$ cat src/rtl/core/c_style_token_scanner_top_macros.svh
// ----------------------------------------------------------------------------
// Token scanner assertion macros
// Shorthand for the concurrent checks at the end of the top level.
// ----------------------------------------------------------------------------
`ifndef C_STYLE_TOKEN_SCANNER_TOP_MACROS_SVH
`define C_STYLE_TOKEN_SCANNER_TOP_MACROS_SVH

// Same-cycle implication, disabled during reset.
`define CTS_ASSERT_IMPLY(label, clk, rst, ante, cons, msg) \
   label: assert property (@(posedge clk) disable iff (rst) (ante) |-> (cons)) \
      else $error(msg);

// Next-cycle implication, disabled during reset.
`define CTS_ASSERT_NEXT(label, clk, rst, ante, cons, msg) \
   label: assert property (@(posedge clk) disable iff (rst) (ante) |=> (cons)) \
      else $error(msg);

`endif

$ cat src/rtl/core/cts_pkg.sv
// ----------------------------------------------------------------------------
// Token scanner package
// Payload types, token kinds, operator and delimiter codes, and the
// character classification helpers shared by the scanner modules.
// ----------------------------------------------------------------------------
package cts_pkg;

   typedef enum logic [2:0] {
      KIND_WORD  = 3'd0,
      KIND_INT   = 3'd1,
      KIND_OP    = 3'd2,
      KIND_DELIM = 3'd3,
      KIND_END   = 3'd4,
      KIND_ERROR = 3'd5
   } kind_type;

   typedef enum logic [1:0] {
      MODE_IDLE = 2'd0,
      MODE_WORD = 2'd1,
      MODE_INT  = 2'd2,
      MODE_OP   = 2'd3
   } mode_type;

   // Operator and delimiter codes
   localparam logic [5:0] CODE_PLAIN    = 6'd0;
   localparam logic [5:0] CODE_STAR_EQ  = 6'd0;
   localparam logic [5:0] CODE_STAR     = 6'd1;
   localparam logic [5:0] CODE_SLASH_EQ = 6'd2;
   localparam logic [5:0] CODE_SLASH    = 6'd3;
   localparam logic [5:0] CODE_PCT_EQ   = 6'd4;
   localparam logic [5:0] CODE_PCT      = 6'd5;
   localparam logic [5:0] CODE_INC      = 6'd6;
   localparam logic [5:0] CODE_PLUS_EQ  = 6'd7;
   localparam logic [5:0] CODE_PLUS     = 6'd8;
   localparam logic [5:0] CODE_DEC      = 6'd9;
   localparam logic [5:0] CODE_MINUS_EQ = 6'd10;
   localparam logic [5:0] CODE_ARROW    = 6'd11;
   localparam logic [5:0] CODE_MINUS    = 6'd12;
   localparam logic [5:0] CODE_EQ_EQ    = 6'd13;
   localparam logic [5:0] CODE_ASSIGN   = 6'd14;
   localparam logic [5:0] CODE_GT_EQ    = 6'd15;
   localparam logic [5:0] CODE_SHR      = 6'd16;
   localparam logic [5:0] CODE_GT       = 6'd17;
   localparam logic [5:0] CODE_LT_EQ    = 6'd18;
   localparam logic [5:0] CODE_SHL      = 6'd19;
   localparam logic [5:0] CODE_LT       = 6'd20;
   localparam logic [5:0] CODE_NOT_EQ   = 6'd21;
   localparam logic [5:0] CODE_NOT      = 6'd22;
   localparam logic [5:0] CODE_LOG_AND  = 6'd23;
   localparam logic [5:0] CODE_AND      = 6'd24;
   localparam logic [5:0] CODE_LOG_OR   = 6'd25;
   localparam logic [5:0] CODE_OR       = 6'd26;
   localparam logic [5:0] CODE_TILDE    = 6'd27;
   localparam logic [5:0] CODE_CARET    = 6'd28;
   localparam logic [5:0] CODE_QUEST    = 6'd29;
   localparam logic [5:0] CODE_COLON    = 6'd30;
   localparam logic [5:0] CODE_DOT      = 6'd31;
   localparam logic [5:0] CODE_LPAREN   = 6'd32;
   localparam logic [5:0] CODE_LBRACE   = 6'd33;
   localparam logic [5:0] CODE_LBRACK   = 6'd34;
   localparam logic [5:0] CODE_RPAREN   = 6'd35;
   localparam logic [5:0] CODE_RBRACE   = 6'd36;
   localparam logic [5:0] CODE_RBRACK   = 6'd37;
   localparam logic [5:0] CODE_SEMI     = 6'd38;
   localparam logic [5:0] CODE_COMMA    = 6'd39;
   localparam logic [5:0] CODE_SCOPE    = 6'd40;

   localparam logic [15:0] POS_MAX = 16'hFFFF;

   typedef struct packed {
      logic [7:0] ch;
      logic       end_of_text;
   } req_payload_type;

   typedef struct packed {
      kind_type    token_kind;
      logic [5:0]  token_code;
      logic [15:0] start_line;
      logic [15:0] start_col;
      logic [7:0]  token_len;
      logic        last;
   } rsp_payload_type;

   typedef struct packed {
      mode_type    mode;
      logic [7:0]  pending_char;
      logic [15:0] tok_line;
      logic [15:0] tok_col;
      logic [7:0]  tok_len;
      logic [15:0] cur_line;
      logic [15:0] cur_col;
      logic        ended;
   } scan_state_type;

   // Result of one scan step: up to two tokens plus the state to keep
   typedef struct packed {
      logic [1:0]      count;
      rsp_payload_type r0;
      rsp_payload_type r1;
      scan_state_type  next;
   } step_out_type;

   typedef struct packed {
      logic       hit;
      logic [5:0] code;
   } code_hit_type;

   function automatic logic is_alpha(input logic [7:0] c);
      return (c >= "a" && c <= "z") || (c >= "A" && c <= "Z") || c == "_";
   endfunction

   function automatic logic is_digit(input logic [7:0] c);
      return c >= "0" && c <= "9";
   endfunction

   function automatic logic is_space(input logic [7:0] c);
      return c == " " || c == 8'h09 || c == 8'h0A;
   endfunction

   function automatic logic is_pairable(input logic [7:0] c);
      return c == "*" || c == "/" || c == "%" || c == "+" || c == "-" || c == "=" ||
             c == ">" || c == "<" || c == "!" || c == "&" || c == "|" || c == ":";
   endfunction

   // Code of an operator character left alone
   function automatic logic [5:0] single_code(input logic [7:0] p);
      logic [5:0] code;
      case (p)
         "*":     code = CODE_STAR;
         "/":     code = CODE_SLASH;
         "%":     code = CODE_PCT;
         "+":     code = CODE_PLUS;
         "-":     code = CODE_MINUS;
         "=":     code = CODE_ASSIGN;
         ">":     code = CODE_GT;
         "<":     code = CODE_LT;
         "!":     code = CODE_NOT;
         "&":     code = CODE_AND;
         "|":     code = CODE_OR;
         default: code = CODE_COLON;
      endcase
      return code;
   endfunction

   // Two-character operator made of p then c
   function automatic code_hit_type pair_code(input logic [7:0] p, input logic [7:0] c);
      code_hit_type r;
      r = '{hit: 1'b0, code: CODE_PLAIN};
      case (p)
         "*": if (c == "=") r = '{1'b1, CODE_STAR_EQ};
         "/": if (c == "=") r = '{1'b1, CODE_SLASH_EQ};
         "%": if (c == "=") r = '{1'b1, CODE_PCT_EQ};
         "+": begin
            if (c == "+") r = '{1'b1, CODE_INC};
            else if (c == "=") r = '{1'b1, CODE_PLUS_EQ};
         end
         "-": begin
            if (c == "-") r = '{1'b1, CODE_DEC};
            else if (c == "=") r = '{1'b1, CODE_MINUS_EQ};
            else if (c == ">") r = '{1'b1, CODE_ARROW};
         end
         "=": if (c == "=") r = '{1'b1, CODE_EQ_EQ};
         ">": begin
            if (c == "=") r = '{1'b1, CODE_GT_EQ};
            else if (c == ">") r = '{1'b1, CODE_SHR};
         end
         "<": begin
            if (c == "=") r = '{1'b1, CODE_LT_EQ};
            else if (c == "<") r = '{1'b1, CODE_SHL};
         end
         "!": if (c == "=") r = '{1'b1, CODE_NOT_EQ};
         "&": if (c == "&") r = '{1'b1, CODE_LOG_AND};
         "|": if (c == "|") r = '{1'b1, CODE_LOG_OR};
         ":": if (c == ":") r = '{1'b1, CODE_SCOPE};
         default: r = '{hit: 1'b0, code: CODE_PLAIN};
      endcase
      return r;
   endfunction

   // Operators that never combine with a following character
   function automatic code_hit_type solo_code(input logic [7:0] c);
      code_hit_type r;
      case (c)
         "~":     r = '{1'b1, CODE_TILDE};
         "^":     r = '{1'b1, CODE_CARET};
         "?":     r = '{1'b1, CODE_QUEST};
         ".":     r = '{1'b1, CODE_DOT};
         default: r = '{1'b0, CODE_PLAIN};
      endcase
      return r;
   endfunction

   function automatic code_hit_type delim_code(input logic [7:0] c);
      code_hit_type r;
      case (c)
         "(":     r = '{1'b1, CODE_LPAREN};
         "{":     r = '{1'b1, CODE_LBRACE};
         "[":     r = '{1'b1, CODE_LBRACK};
         ")":     r = '{1'b1, CODE_RPAREN};
         "}":     r = '{1'b1, CODE_RBRACE};
         "]":     r = '{1'b1, CODE_RBRACK};
         ";":     r = '{1'b1, CODE_SEMI};
         ",":     r = '{1'b1, CODE_COMMA};
         default: r = '{1'b0, CODE_PLAIN};
      endcase
      return r;
   endfunction

endpackage

$ cat src/rtl/core/cts_stream_if.sv
// ----------------------------------------------------------------------------
// Token scanner stream channel
// Valid/ready channel carrying one payload item per handshake.
// ----------------------------------------------------------------------------
interface cts_stream_if #(
   parameter type payload_type = logic
);
   logic        valid;
   logic        ready;
   payload_type payload;

   modport source (output valid, output payload, input ready);
   modport sink   (input valid, input payload, output ready);
endinterface

$ cat src/rtl/core/cts_step.sv
// ----------------------------------------------------------------------------
// Token scanner step logic
// Combinational next state and up to two tokens for one character.
// ----------------------------------------------------------------------------
module cts_step
   import cts_pkg::*;
#(
   parameter logic [7:0] LEN_CAP = 8'd255
) (
   input  scan_state_type  state,
   input  req_payload_type item,
   output step_out_type    result
);

   logic [7:0]      c;
   logic            eot;
   rsp_payload_type flush_tok;
   rsp_payload_type begin_tok;
   rsp_payload_type pair_tok;
   rsp_payload_type end_tok;
   logic            begin_emit;
   scan_state_type  begin_state;
   code_hit_type    pair_hit;
   code_hit_type    solo_hit;
   code_hit_type    delim_hit;
   logic [7:0]      len_inc;
   scan_state_type  nxt;
   logic [1:0]      count;
   rsp_payload_type r0;
   rsp_payload_type r1;

   assign c   = item.ch;
   assign eot = item.end_of_text || (item.ch == 8'd0);

   assign pair_hit  = pair_code(state.pending_char, c);
   assign solo_hit  = solo_code(c);
   assign delim_hit = delim_code(c);
   assign len_inc   = (state.tok_len < LEN_CAP) ? state.tok_len + 8'd1 : state.tok_len;

   // Token left pending by the current mode
   always_comb begin
      flush_tok = '{token_kind: KIND_WORD, token_code: CODE_PLAIN,
                    start_line: state.tok_line, start_col: state.tok_col,
                    token_len: state.tok_len, last: 1'b0};
      case (state.mode)
         MODE_INT: flush_tok.token_kind = KIND_INT;
         MODE_OP: begin
            flush_tok.token_kind = KIND_OP;
            flush_tok.token_code = single_code(state.pending_char);
            flush_tok.token_len  = 8'd1;
         end
         default: flush_tok.token_kind = KIND_WORD;
      endcase
   end

   // Character seen with no token pending
   always_comb begin
      begin_state      = state;
      begin_state.mode = MODE_IDLE;
      begin_emit       = 1'b0;
      begin_tok = '{token_kind: KIND_ERROR, token_code: CODE_PLAIN,
                    start_line: state.cur_line, start_col: state.cur_col,
                    token_len: 8'd1, last: 1'b0};
      if (is_space(c)) begin
         begin_emit = 1'b0;
      end else if (is_alpha(c) || is_digit(c) || is_pairable(c)) begin
         begin_state.mode     = is_alpha(c) ? MODE_WORD : (is_digit(c) ? MODE_INT : MODE_OP);
         begin_state.tok_line = state.cur_line;
         begin_state.tok_col  = state.cur_col;
         begin_state.tok_len  = 8'd1;
         if (is_pairable(c)) begin
            begin_state.pending_char = c;
         end
      end else if (solo_hit.hit) begin
         begin_emit           = 1'b1;
         begin_tok.token_kind = KIND_OP;
         begin_tok.token_code = solo_hit.code;
      end else if (delim_hit.hit) begin
         begin_emit           = 1'b1;
         begin_tok.token_kind = KIND_DELIM;
         begin_tok.token_code = delim_hit.code;
      end else begin
         begin_emit = 1'b1;
      end
   end

   assign pair_tok = '{token_kind: (pair_hit.code == CODE_SCOPE) ? KIND_DELIM : KIND_OP,
                       token_code: pair_hit.code, start_line: state.tok_line,
                       start_col: state.tok_col, token_len: 8'd2, last: 1'b0};

   assign end_tok = '{token_kind: KIND_END, token_code: CODE_PLAIN,
                      start_line: state.cur_line,
                      start_col: (state.cur_col == POS_MAX) ? POS_MAX : state.cur_col + 16'd1,
                      token_len: 8'd0, last: 1'b0};

   always_comb begin
      nxt   = state;
      count = 2'd0;
      r0    = flush_tok;
      r1    = end_tok;
      if (state.ended) begin
         count = 2'd0;
      end else if (eot) begin
         nxt.mode  = MODE_IDLE;
         nxt.ended = 1'b1;
         if (state.mode != MODE_IDLE) begin
            count = 2'd2;
         end else begin
            r0    = end_tok;
            count = 2'd1;
         end
      end else if ((state.mode == MODE_WORD && (is_alpha(c) || is_digit(c))) ||
                   (state.mode == MODE_INT && is_digit(c))) begin
         nxt.tok_len = len_inc;
      end else if (state.mode == MODE_OP && pair_hit.hit) begin
         nxt.mode = MODE_IDLE;
         r0       = pair_tok;
         count    = 2'd1;
      end else if (state.mode != MODE_IDLE) begin
         nxt   = begin_state;
         r1    = begin_tok;
         count = begin_emit ? 2'd2 : 2'd1;
      end else begin
         nxt   = begin_state;
         r0    = begin_tok;
         count = begin_emit ? 2'd1 : 2'd0;
      end

      // Advance the position past this character
      if (!state.ended && !eot) begin
         if (c == 8'h0A) begin
            nxt.cur_line = (state.cur_line == POS_MAX) ? POS_MAX : state.cur_line + 16'd1;
            nxt.cur_col  = 16'd0;
         end else if (state.cur_col != POS_MAX) begin
            nxt.cur_col = state.cur_col + 16'd1;
         end
      end

      r0.last = (count == 2'd1);
      r1.last = 1'b1;
   end

   assign result = '{count: count, r0: r0, r1: r1, next: nxt};

endmodule

$ cat src/rtl/core/c_style_token_scanner_top.sv
// ----------------------------------------------------------------------------
// C-style token scanner
// Turns a character stream into word, integer, operator, delimiter,
// end and error tokens with start position and length.
// ----------------------------------------------------------------------------
// Usage:
//   req_chan carries one source character per item (ch, end_of_text); a
//   zero ch or end_of_text set ends the text. rsp_chan carries tokens, with
//   last set on the final token caused by an input item.
//   An item is registered in the input register at acceptance and scanned
//   from there; its tokens are registered in the output register, from
//   which rsp_chan offers the first token of the item.
//   Throughput is one character per cycle while rsp_chan takes tokens. A
//   character that closes one token and opens another (or the end of text
//   after a pending token) gives two tokens; the second uses a spill
//   register, and a next character with tokens waits while it drains.
//   Characters that give no token are scanned even while rsp_chan stalls.
//   When the receiver stalls, the output and spill registers hold their
//   tokens and the input register holds its character; req_chan.ready then
//   stays low while that character has tokens that find no room.
//   After the end of text every further item is accepted and dropped until
//   reset. Synchronous reset clears position, mode and all valid flags.
// ----------------------------------------------------------------------------
module c_style_token_scanner_top
   import cts_pkg::*;
#(
   parameter int MAX_TOKEN_LEN = 255
) (
   input  logic        clock,
   input  logic        reset,
   cts_stream_if.sink   req_chan,
   cts_stream_if.source rsp_chan
);

`include "c_style_token_scanner_top_macros.svh"

   // Length saturates at the parameter and at the 8-bit field limit
   localparam logic [7:0] LenCap = (MAX_TOKEN_LEN > 255) ? 8'd255 : 8'(MAX_TOKEN_LEN);

   localparam scan_state_type StateReset = '{
      mode: MODE_IDLE, pending_char: 8'd0, tok_line: 16'd0, tok_col: 16'd0,
      tok_len: 8'd0, cur_line: 16'd0, cur_col: 16'd0, ended: 1'b0};

   // Input register
   logic            in_valid_ff;
   logic            in_valid_in;
   req_payload_type in_data_ff;

   // Scanner state
   scan_state_type  state_ff;
   scan_state_type  state_in;

   // Output register and spill register for the second token of an item
   logic            out_valid_ff;
   logic            out_valid_in;
   rsp_payload_type out_ff;
   rsp_payload_type out_in;
   logic            spill_valid_ff;
   logic            spill_valid_in;
   rsp_payload_type spill_ff;
   rsp_payload_type spill_in;

   step_out_type    step;
   logic            take;
   logic            can_place;
   logic            scan_go;
   logic            accept;

   cts_step #(
      .LEN_CAP (LenCap)
   ) u_step (
      .state  (state_ff),
      .item   (in_data_ff),
      .result (step)
   );

   // Handshake: scan the held character once its tokens have room
   assign take      = out_valid_ff && rsp_chan.ready;
   assign can_place = !spill_valid_ff && (!out_valid_ff || take);
   assign scan_go   = in_valid_ff && ((step.count == 2'd0) || can_place);
   assign accept    = req_chan.valid && req_chan.ready;

   assign req_chan.ready   = !in_valid_ff || scan_go;
   assign rsp_chan.valid   = out_valid_ff;
   assign rsp_chan.payload = out_ff;

   assign in_valid_in = accept || (in_valid_ff && !scan_go);
   assign state_in    = scan_go ? step.next : state_ff;

   always_comb begin
      out_valid_in   = out_valid_ff;
      out_in         = out_ff;
      spill_valid_in = spill_valid_ff;
      spill_in       = spill_ff;
      if (spill_valid_ff) begin
         // Drain the spill first; no new tokens enter meanwhile
         if (take) begin
            out_in         = spill_ff;
            spill_valid_in = 1'b0;
         end
      end else if (scan_go && step.count != 2'd0) begin
         out_valid_in = 1'b1;
         out_in       = step.r0;
         if (step.count == 2'd2) begin
            spill_valid_in = 1'b1;
            spill_in       = step.r1;
         end
      end else if (take) begin
         out_valid_in = 1'b0;
      end
   end

   always_ff @(posedge clock) begin
      if (reset) begin
         in_valid_ff    <= 1'b0;
         state_ff       <= StateReset;
         out_valid_ff   <= 1'b0;
         spill_valid_ff <= 1'b0;
      end else begin
         in_valid_ff    <= in_valid_in;
         state_ff       <= state_in;
         out_valid_ff   <= out_valid_in;
         spill_valid_ff <= spill_valid_in;
      end
   end

   // Payload registers: no reset
   always_ff @(posedge clock) begin
      if (accept) begin
         in_data_ff <= req_chan.payload;
      end
      out_ff   <= out_in;
      spill_ff <= spill_in;
   end

   // A spilled token always sits behind a token in the output register
   `CTS_ASSERT_IMPLY(a_spill_behind_out, clock, reset, spill_valid_ff, out_valid_ff, "spill without output token")

   // Nothing new may enter while the spill still holds a token
   `CTS_ASSERT_IMPLY(a_no_load_over_spill, clock, reset, spill_valid_ff && scan_go, step.count == 2'd0, "token loaded while spill busy")

   // Once the end token is produced, the scanner stays ended and silent
   `CTS_ASSERT_NEXT(a_ended_sticks, clock, reset, state_ff.ended, state_ff.ended && !(scan_go && step.count != 2'd0), "scanner left ended state")

endmodule
$ cat src/flat_wrapper.sv
// flat-port wrapper written by rule: the top's interface ports become plain ports
module c_style_token_scanner_top_flat import cts_pkg::*;
#(
   parameter int MAX_TOKEN_LEN = 255
)
  (clock, reset, req_chan_valid, req_chan_payload, req_chan_ready, rsp_chan_valid, rsp_chan_payload, rsp_chan_ready);
  cts_stream_if req_chan_i ();
  cts_stream_if rsp_chan_i ();
  input  logic clock;
  input  logic reset;
  input wire logic [$bits(req_chan_i.valid)-1:0] req_chan_valid;
  input wire logic [$bits(req_chan_i.payload)-1:0] req_chan_payload;
  output wire logic [$bits(req_chan_i.ready)-1:0] req_chan_ready;
  output wire logic [$bits(rsp_chan_i.valid)-1:0] rsp_chan_valid;
  output wire logic [$bits(rsp_chan_i.payload)-1:0] rsp_chan_payload;
  input wire logic [$bits(rsp_chan_i.ready)-1:0] rsp_chan_ready;
  assign req_chan_i.valid = req_chan_valid;
  assign req_chan_i.payload = req_chan_payload;
  assign req_chan_ready = req_chan_i.ready;
  assign rsp_chan_valid = rsp_chan_i.valid;
  assign rsp_chan_payload = rsp_chan_i.payload;
  assign rsp_chan_i.ready = rsp_chan_ready;
  c_style_token_scanner_top #(.MAX_TOKEN_LEN(MAX_TOKEN_LEN)) u_core (.clock(clock), .reset(reset), .req_chan(req_chan_i), .rsp_chan(rsp_chan_i));
endmodule
$ cat config.mk
export PLATFORM = sky130hd
export DESIGN_NAME = c_style_token_scanner_top_flat
export DESIGN_NICKNAME = d
export VERILOG_FILES = /design/src/rtl/core/cts_pkg.sv /design/src/rtl/core/cts_stream_if.sv /design/src/rtl/core/cts_step.sv /design/src/rtl/core/c_style_token_scanner_top.sv /design/src/flat_wrapper.sv
export VERILOG_INCLUDE_DIRS = /design/src /design/src/rtl/core
export SDC_FILE = /design/constraint.sdc
export NUM_CORES = 1
export LEC_CHECK = 0
export BUFFER_PORTS_ARGS = -buffer_cell sky130_fd_sc_hd__buf_2
export CAP_MARGIN = 20
export CORE_AREA = 2 2 39 41
export CTS_CLUSTER_DIAMETER = 150
export DETAILED_ROUTE_END_ITERATION = 8
export DIE_AREA = 0 0 41 43
export PLACE_DENSITY = 0.38
export SLEW_MARGIN = 20
export SYNTH_ARGS = -nofsm -noshare
export SYNTH_HDL_FRONTEND = slang
export SYNTH_SLANG_ARGS = --single-unit
$ cat constraint.sdc
create_clock -name clock -period 1.36 [get_ports clock]
set_input_delay 0.204 -clock clock [delete_from_list [all_inputs] [get_ports clock]]
set_output_delay 0.204 -clock clock [all_outputs]
set_load 0.03 [all_outputs]
==> impl_metrics.yaml, run 1 <==
power_and_ir_drop:
  power_density_nw_per_um2: 1280
  ir_drop_uv: 238
  power.leakage_nw: 0.116
placed_design:
  placed_cells: 44
  port_buffers: 6
  dp_slack_ns: 0.307
  hpwl_um: 308
  gp_congestion: 0.688
routing:
  vias: 184
  wl_per_cell_um: 9.04
  drtIter0Drc: 2
  drt_pass1_iterations: 3
  postRouteAntennaNets: 0
  drc: 0
  viasPerCell: 3.83
  wirelength_um: 434
timing:
  period_share: 0.955
  worstMarginPinSlew_ns: 0.185
  final.setup_skew_ns: 0.00144
  maxSlewHeadroom: 0.876
  post-route-min-period_ns: 1.30
  maxSlewViolCount: 0
  holdWs_ns: 0.165
  max_freq_mhz: 770
  hold_viol: 0
  fin_ws_ns: 0.0617
  fin_setup_tns_ns: 0
  setup_viol: 0
  rsz0062_at_grt: "no"
yosys:
  syn-mean-instance-area_um2: 9.55
  synth_cell_type_count: 14
  synthCells: 22
  ys_seq_area_frac: 0.524
  synth_fp_nets: 27
  synthTopCellsByArea: "dfxtp_1 38%, edfxtp_1 14%, nor2b_4 6.5%"
  syn_area_um2: 210
  yosys_warnings: 0
  synth_top_cell_by_area: "dfxtp_1"
  synth_seq_cells: 5
  synth_top_area_frac: 0.381
cts:
  cts.sinks: 5
  hold_buffers: 0
  clk_latency_ns: 0.24
  clockBufferDepth: 2
  cts-root-buf: "clkbuf_4"
  numCtsBuffers: 3
  path_clk_slew_ns: 0.04
  cts_htree_levels: 1
  cts_tree: "built"
critical_path:
  path_buf_inv: 1
  r2r-end: "u_core.rsp_chan.payload$_SDFFCE_PP1P_"
  path_cells: "and2b_1 -> o21ai_2 -> clkbuf_4"
  cp-startpoint: "u_core.state_ff[0]$_SDFFE_PP0P_"
  rr_worst_depth: 3
  critical_path_class: "register to primary output"
  cp_top_family: "flip-flops"
  crit_slowest_cell: "dfxtp_1"
  critPathRequiredTime_ns: 1.16
  start_kind: "register"
  rr_startpoint: "u_core.state_ff[0]$_SDFFE_PP0P_"
  arrival_ns: 1.09
  max_stage_delay_ns: 0.34
  r2r_slack_ns: 0.28
  worstSetupEndpoint: "req_chan_ready"
  critPathMaxFanout: 3
  end_kind: "primary output"
  cp.depth: 3
floorplanning:
  die-area_um2: 1760
  io_pins: 8
  core-area_um2: 1380
  die_x_um: 41
  rows: 14
  die_y_um: 43
  start_util: 0.152
cells_and_area:
  layout-drive-gt1-share: 0.406
  final_cells: 48
  final_cell_mix: "5 x buf_2, 4 x clkbuf_4, 3 x inv_1, 3 x nand2_1, 3 x dfxtp_1"
  syn_to_final_growth_pct: 38.1
  fin_util: 0.210
  final_common_cell: "buf_2"
  final_net_count: 38
  diodes: 0
global_route:
  antenna_found_initial: 0
  overflow: 0
  groute.usage.overall: 0.0641
  grt_max_degree: 7
  grt_pass1_wl_um: 683
  grt_pass1_vias: 196
run:
  drv_cap: 0
worst_hold_path:
  hold_path_depth: 2
  min_path_type: "input port to register"
outcome:
  status: "finished, final reports clean"
## timing repair
item / in CTS / in global routing
resized for setup: 0 / 2
endpoints found under the setup margin: 0 / 1
buffers inserted: 0 / 0
## kinds of logic after synthesis
kind of cell | count (synthesis) | share of synthesized area
compound gates | 7 | 0.220
buf+inv | 3 | 0.0536
flops | 5 | 0.524
simple gates | 7 | 0.202
## synth_stat cells, drive strengths merged
library cell and n:
nand2b 1, edfxtp 1, nor2b 1, inv 3
nand2 3, a31oi 1, a211oi 1, nor2 1
a21oi 3, and2b 1, o21ai 2, dfxtp 4
## layout make-up
type / instances / area [um^2]
Tap cell: 16 / 20.0
Timing Repair Buffer: 6 / 32.5
Clock buffer: 4 / 26.3
Sequential cell: 5 / 111
Inverter: 3 / 11.3
Fill cell: 153 / 1090
Multi-Input combinational cell: 14 / 88.8
## metrics by stage
stage / instance area [um^2] / total power, mW
after floorplan: 210 / 0.188
after global placement: 260 / 0.201
after detailed placement: 260 / 0.201
after CTS: 287 / 0.380
after global routing: 290 / 0.390
final: 290 / 0.372
## power breakdown
group / total [mW] / switching, mW / internal, mW
Combinational: 0.0344 / 0.0199 / 0.0145
Clock: 0.173 / 0.0619 / 0.111
Sequential: 0.165 / 0.00484 / 0.160
Total: 0.372 / 0.0866 / 0.285
## routing by layer
metal	track usage	part of all wire
met1	0.0479	0.38
met2	0.0969	0.60
met3	0.0157	0.023
met4	0.100	0
met5	0	0
## worst min path at each step
stage / to / start
after global routing: u_core.in_valid_ff$_SDFF_PP0_ / reset
after global placement: u_core.in_valid_ff$_SDFF_PP0_ / reset
final: u_core.in_valid_ff$_SDFF_PP0_ / reset
after floorplan: u_core.in_valid_ff$_SDFF_PP0_ / reset
after detailed placement: u_core.in_valid_ff$_SDFF_PP0_ / reset
after CTS: u_core.in_valid_ff$_SDFF_PP0_ / reset
## registers in the layout, indices dropped and copies added, names as in the netlist
| signal | flops |
|---|---|
| u_core.rsp_chan.payload | 1 |
| u_core.state_ff | 1 |
| u_core.rsp_chan.valid | 1 |
| u_core.in_valid_ff | 1 |
| u_core.spill_valid_ff | 1 |
Power figures use the tool's default switching activity.
==> run 2, diff against run 1 <==
ABC_AREA = 1   (was not set)
BUFFER_PORTS_ARGS = -buffer_cell sky130_fd_sc_hd__buf_4   (was -buffer_cell sky130_fd_sc_hd__buf_2)
PLACE_DENSITY = 0.37   (was 0.38)
==> impl_metrics.yaml, run 2 <==
cells_and_area:
  diodes: 0
  final_common_cell: "buf_4"
  layout-drive-gt1-share: 0.424
  syn_to_final_growth_pct: 45.1
  final_cells: 49
  nFillCells: 152
  final_cell_mix: "6 x buf_4, 4 x dfxtp_1, 3 x nand2_1, 3 x inv_1, 3 x clkbuf_4"
  final_net_count: 39
global_route:
  antenna_found_initial: 0
  overflow: 0
  grt_pass1_vias: 165
  grt_max_degree: 6
  grt_pass1_wl_um: 724
  groute.usage.overall: 0.0764
yosys:
  synth.most_common_cell: "dfxtp_1"
  syn-mean-instance-area_um2: 8.81
  yosys_warnings: 0
  yosys_most_used_dff: "dfxtp_1"
  synth_cell_type_count: 13
  synth_top_cell_by_area: "dfxtp_1"
  synth_seq_cells: 5
  synthTopCellsByArea: "dfxtp_1 40%, edfxtp_1 15%, nand2_2 6.2%"
  synth_top_area_frac: 0.395
  synthCells: 23
  ys_seq_area_frac: 0.543
  async_flop_share: 0
  synth_fp_nets: 28
  ys_top_cells_by_count: "4 x dfxtp_1, 3 x inv_1, 3 x nand2_1"
  syn_area_um2: 203
  synth-edff-count: 1
run:
  drv_cap: 0
cts:
  clk_latency_ns: 0.25
  clockBufferDepth: 2
  path_clk_slew_ns: 0.05
  cts_setup_buffers: 0
  numCtsBuffers: 3
  hold_buffers: 0
  cts_htree_levels: 1
  cts-root-buf: "clkbuf_4"
  cts.sinks: 5
  cts_tree: "built"
  cts_resized: 0
timing:
  worstMarginPinSlew_ns: 0.180
  maxSlewViolCount: 0
  setup_viol: 0
  maxSlewHeadroom: 0.879
  max_freq_mhz: 826
  fin_setup_tns_ns: 0
  post-route-min-period_ns: 1.21
  rsz0062_at_grt: "no"
  period_share: 0.890
  hold_viol: 0
  final.setup_skew_ns: 0.00514
floorplanning:
  io_pins: 8
  die_y_um: 43
  die_x_um: 41
  start_util: 0.146
  rows: 14
  core-area_um2: 1380
  die-area_um2: 1760
power_and_ir_drop:
  power.leakage_nw: 0.122
  power_density_nw_per_um2: 1280
  ir_drop_uv: 236
worst_hold_path:
  min_path_type: "input port to register"
critical_path:
  arrival_ns: 1.01
  start_kind: "register"
  critPathMaxFanout: 4
  r2r_slack_ns: 0.42
  critical_path_class: "register to primary output"
  critPathRequiredTime_ns: 1.16
  end_kind: "primary output"
routing:
  viasPerCell: 3.76
  vias: 184
  drtIter0Drc: 1
  drt_pass1_iterations: 4
  wirelength_um: 391
  postRouteAntennaNets: 0
  drc: 0
  wl_per_cell_um: 7.98
placed_design:
  hpwl_um: 325
  port_buffers: 6
  placed_cells: 45
  gp_congestion: 0.652
outcome:
  status: "finished, final reports clean"
[run 2: stage by stage]
stage	util	cell area, um^2	power, mW	hold slack, ns	worst slack, ns
after CTS	0.212	294	0.383	0.143	0.135
after global placement	0.193	268	0.201	0.397	0.396
after floorplan	-	203	0.186	0.266	0.262
after global routing	0.212	294	0.406	0.124	0.0589
final	0.212	294	0.376	0.148	0.150
after detailed placement	0.193	268	0.202	0.400	0.394
[run 2: worst paths after layout]
| path | start | end | depth (start not counted) |
|---|---|---|---|
| max reg2reg | u_core.spill_valid_ff$_SDFF_PP0_ | u_core.rsp_chan.payload$_SDFFCE_PP1P_ | 3 |
| max | u_core.rsp_chan.valid$_SDFFE_PP0P_ | req_chan_ready | 4 |
| min reg2reg | u_core.spill_valid_ff$_SDFF_PP0_ | u_core.spill_valid_ff$_SDFF_PP0_ | 2 |
| min | reset | u_core.in_valid_ff$_SDFF_PP0_ | 2 |
[run 2: cell families after synthesis]
| logic type | synth area share |
|---|---|
| compound gates | 0.148 |
| simple gates | 0.235 |
| flops | 0.543 |
| buf+inv | 0.0741 |
[run 2: layout make-up]
class                   instances  area (um^2)  area share
flip-flops and latches          5          110       0.374
clock buffers                   4         26.3      0.0894
inverters                       4         15.0      0.0511
multi-input cells              14         77.6       0.264
well taps                      16         20.0      0.0681
repair buffers                  6         45.0       0.153
[run 2: report_power, final]
| part | switching (mW) | internal, mW | total, mW | leakage, nW |
|---|---|---|---|---|
| registers | 0.00496 | 0.159 | 0.164 | 0.0413 |
| clock network | 0.0655 | 0.111 | 0.177 | 0.0150 |
| logic | 0.0191 | 0.0157 | 0.0348 | 0.0653 |
[run 2: worst max-delay path, stage by stage (launching register included)]
cell and delay (ns):
dfxtp_1 0.37, nand2_2 0.09, nand2_2 0.06, nand3_2 0.07, buf_4 0.17
[run 2: layer usage]
layer,global-route usage,part of all wire
met1,0.0548,0.30
met2,0.0906,0.63
met3,0.0471,0.033
met4,0.140,0.036
met5,0,0
==> run 3, diff against run 2 <==
PLACE_DENSITY = not set   (was 0.37)
==> impl_metrics.yaml, run 3 (synthesis gave the netlist of run 2 again) <==
critical_path:
  end_kind: "primary output"
  rr_worst_depth: 3
  critPathMaxFanout: 4
  start_kind: "register"
  r2r-end: "u_core.rsp_chan.payload$_SDFFCE_PP1P_"
  path_buf_inv: 1
  rr_startpoint: "u_core.rsp_chan.valid$_SDFFE_PP0P_"
  cp_top_family: "flip-flops"
  cp.depth: 4
  crit_slowest_cell: "dfxtp_1"
  r2r_slack_ns: 0.42
  crit_top_cell: "nand2_2"
  path_cells: "nand2_2 -> nand2_2 -> nand3_2 -> buf_4"
  max_stage_delay_ns: 0.37
  arrival_ns: 1.01
  critical_path_class: "register to primary output"
  critPathRequiredTime_ns: 1.16
timing:
  post-route-min-period_ns: 1.22
  period_share: 0.896
  worstMarginPinSlew_ns: 0.165
  hold_viol: 0
  fin_setup_tns_ns: 0
  maxSlewHeadroom: 0.889
  setup_viol: 0
  max_freq_mhz: 821
  final.setup_skew_ns: 0.00214
  rsz0062_at_grt: "no"
  maxSlewViolCount: 0
cells_and_area:
  fin_area_um2: 294
  diodes: 0
  layout-drive-gt1-share: 0.424
  syn_to_final_growth_pct: 45.1
  final_cell_mix: "6 x buf_4, 4 x dfxtp_1, 3 x nand2_1, 3 x inv_1, 3 x clkbuf_4"
  final_net_count: 39
  final_common_cell: "buf_4"
global_route:
  groute.usage.overall: 0.0625
  grt_pass1_vias: 155
  grt_pass1_wl_um: 655
  grt_max_degree: 6
  antenna_found_initial: 0
  overflow: 0
run:
  drv_cap: 0
placed_design:
  port_buffers: 6
  gp_congestion: 0.756
  hpwl_um: 288
  dpl_cell_area_um2: 268
power_and_ir_drop:
  ir_drop_uv: 528
  power_mw: 0.371
  power.leakage_nw: 0.122
  power_density_nw_per_um2: 1260
routing:
  drt_pass1_iterations: 2
  wl_per_cell_um: 7.61
  wirelength_um: 373
  drc: 0
  viasPerCell: 3.57
  vias: 175
  drtIter0Drc: 7
  postRouteAntennaNets: 0
cts:
  clockBufferDepth: 2
  cts_setup_buffers: 0
  numCtsBuffers: 3
  clk_latency_ns: 0.24
  cts_htree_levels: 1
  path_clk_slew_ns: 0.04
  cts.sinks: 5
  hold_buffers: 0
  cts_resized: 0
  cts_tree: "built"
  cts-root-buf: "clkbuf_4"
floorplanning:
  io_pins: 8
  die_x_um: 41
  core-area_um2: 1380
  die-area_um2: 1760
  rows: 14
  die_y_um: 43
  start_util: 0.146
outcome:
  status: "finished, final reports clean"
worst_hold_path:
  min_path_type: "input port to register"
  hold_start: "reset"
  hold_end: "u_core.in_valid_ff$_SDFF_PP0_"
  hold_path_depth: 2
[run 3: cell counts in the layout (fill, tap and decap cells not counted)]
Identical to the previous run, type by type.
[run 3: through the flow]
stage | setup slack (ns) | utilization | hold WS (ns) | cells
2_1_floorplan | 0.262 | - | 0.266 | 23
3_3_place_gp | 0.392 | 0.193 | 0.396 | 45
3_5_place_dp | 0.378 | 0.193 | 0.398 | 45
4_1_cts | 0.117 | 0.212 | 0.136 | 49
5_1_grt | 0.0453 | 0.212 | 0.134 | 49
6_report | 0.142 | 0.212 | 0.147 | 49
[run 3: worst max-delay path by stage]
| stage | from | end | slack [ns] |
|---|---|---|---|
| after detailed placement | rsp_chan_ready | req_chan_ready | 0.38 |
| final | u_core.rsp_chan.valid$_SDFFE_PP0P_ | req_chan_ready | 0.14 |
| after CTS | u_core.rsp_chan.valid$_SDFFE_PP0P_ | req_chan_ready | 0.12 |
| after global placement | rsp_chan_ready | req_chan_ready | 0.39 |
| after floorplan | u_core.rsp_chan.valid$_SDFFE_PP0P_ | u_core.rsp_chan.payload$_SDFFCE_PP1P_ | 0.26 |
| after global routing | u_core.rsp_chan.valid$_SDFFE_PP0P_ | req_chan_ready | 0.05 |
[run 3: where the power goes]
part	internal, mW	switching, mW
Clock	0.111	0.0613
Sequential	0.159	0.00493
Combinational	0.0157	0.0193
Total	0.286	0.0856
[run 3: final cells by class]
| class | count | area (um^2) |
|---|---|---|
| clock buffer | 4 | 26.3 |
| multi-input combinational | 14 | 77.6 |
| tap | 16 | 20.0 |
| inverter | 4 | 15.0 |
| fill | 152 | 1090 |
| timing repair buffer | 6 | 45.0 |
| sequential | 5 | 110 |
[run 3: metal layers]
metal,global-route usage,part of all wire
met5,0,0
met3,0.0942,0.13
met2,0.0625,0.46
met1,0.0782,0.41
met4,0,0
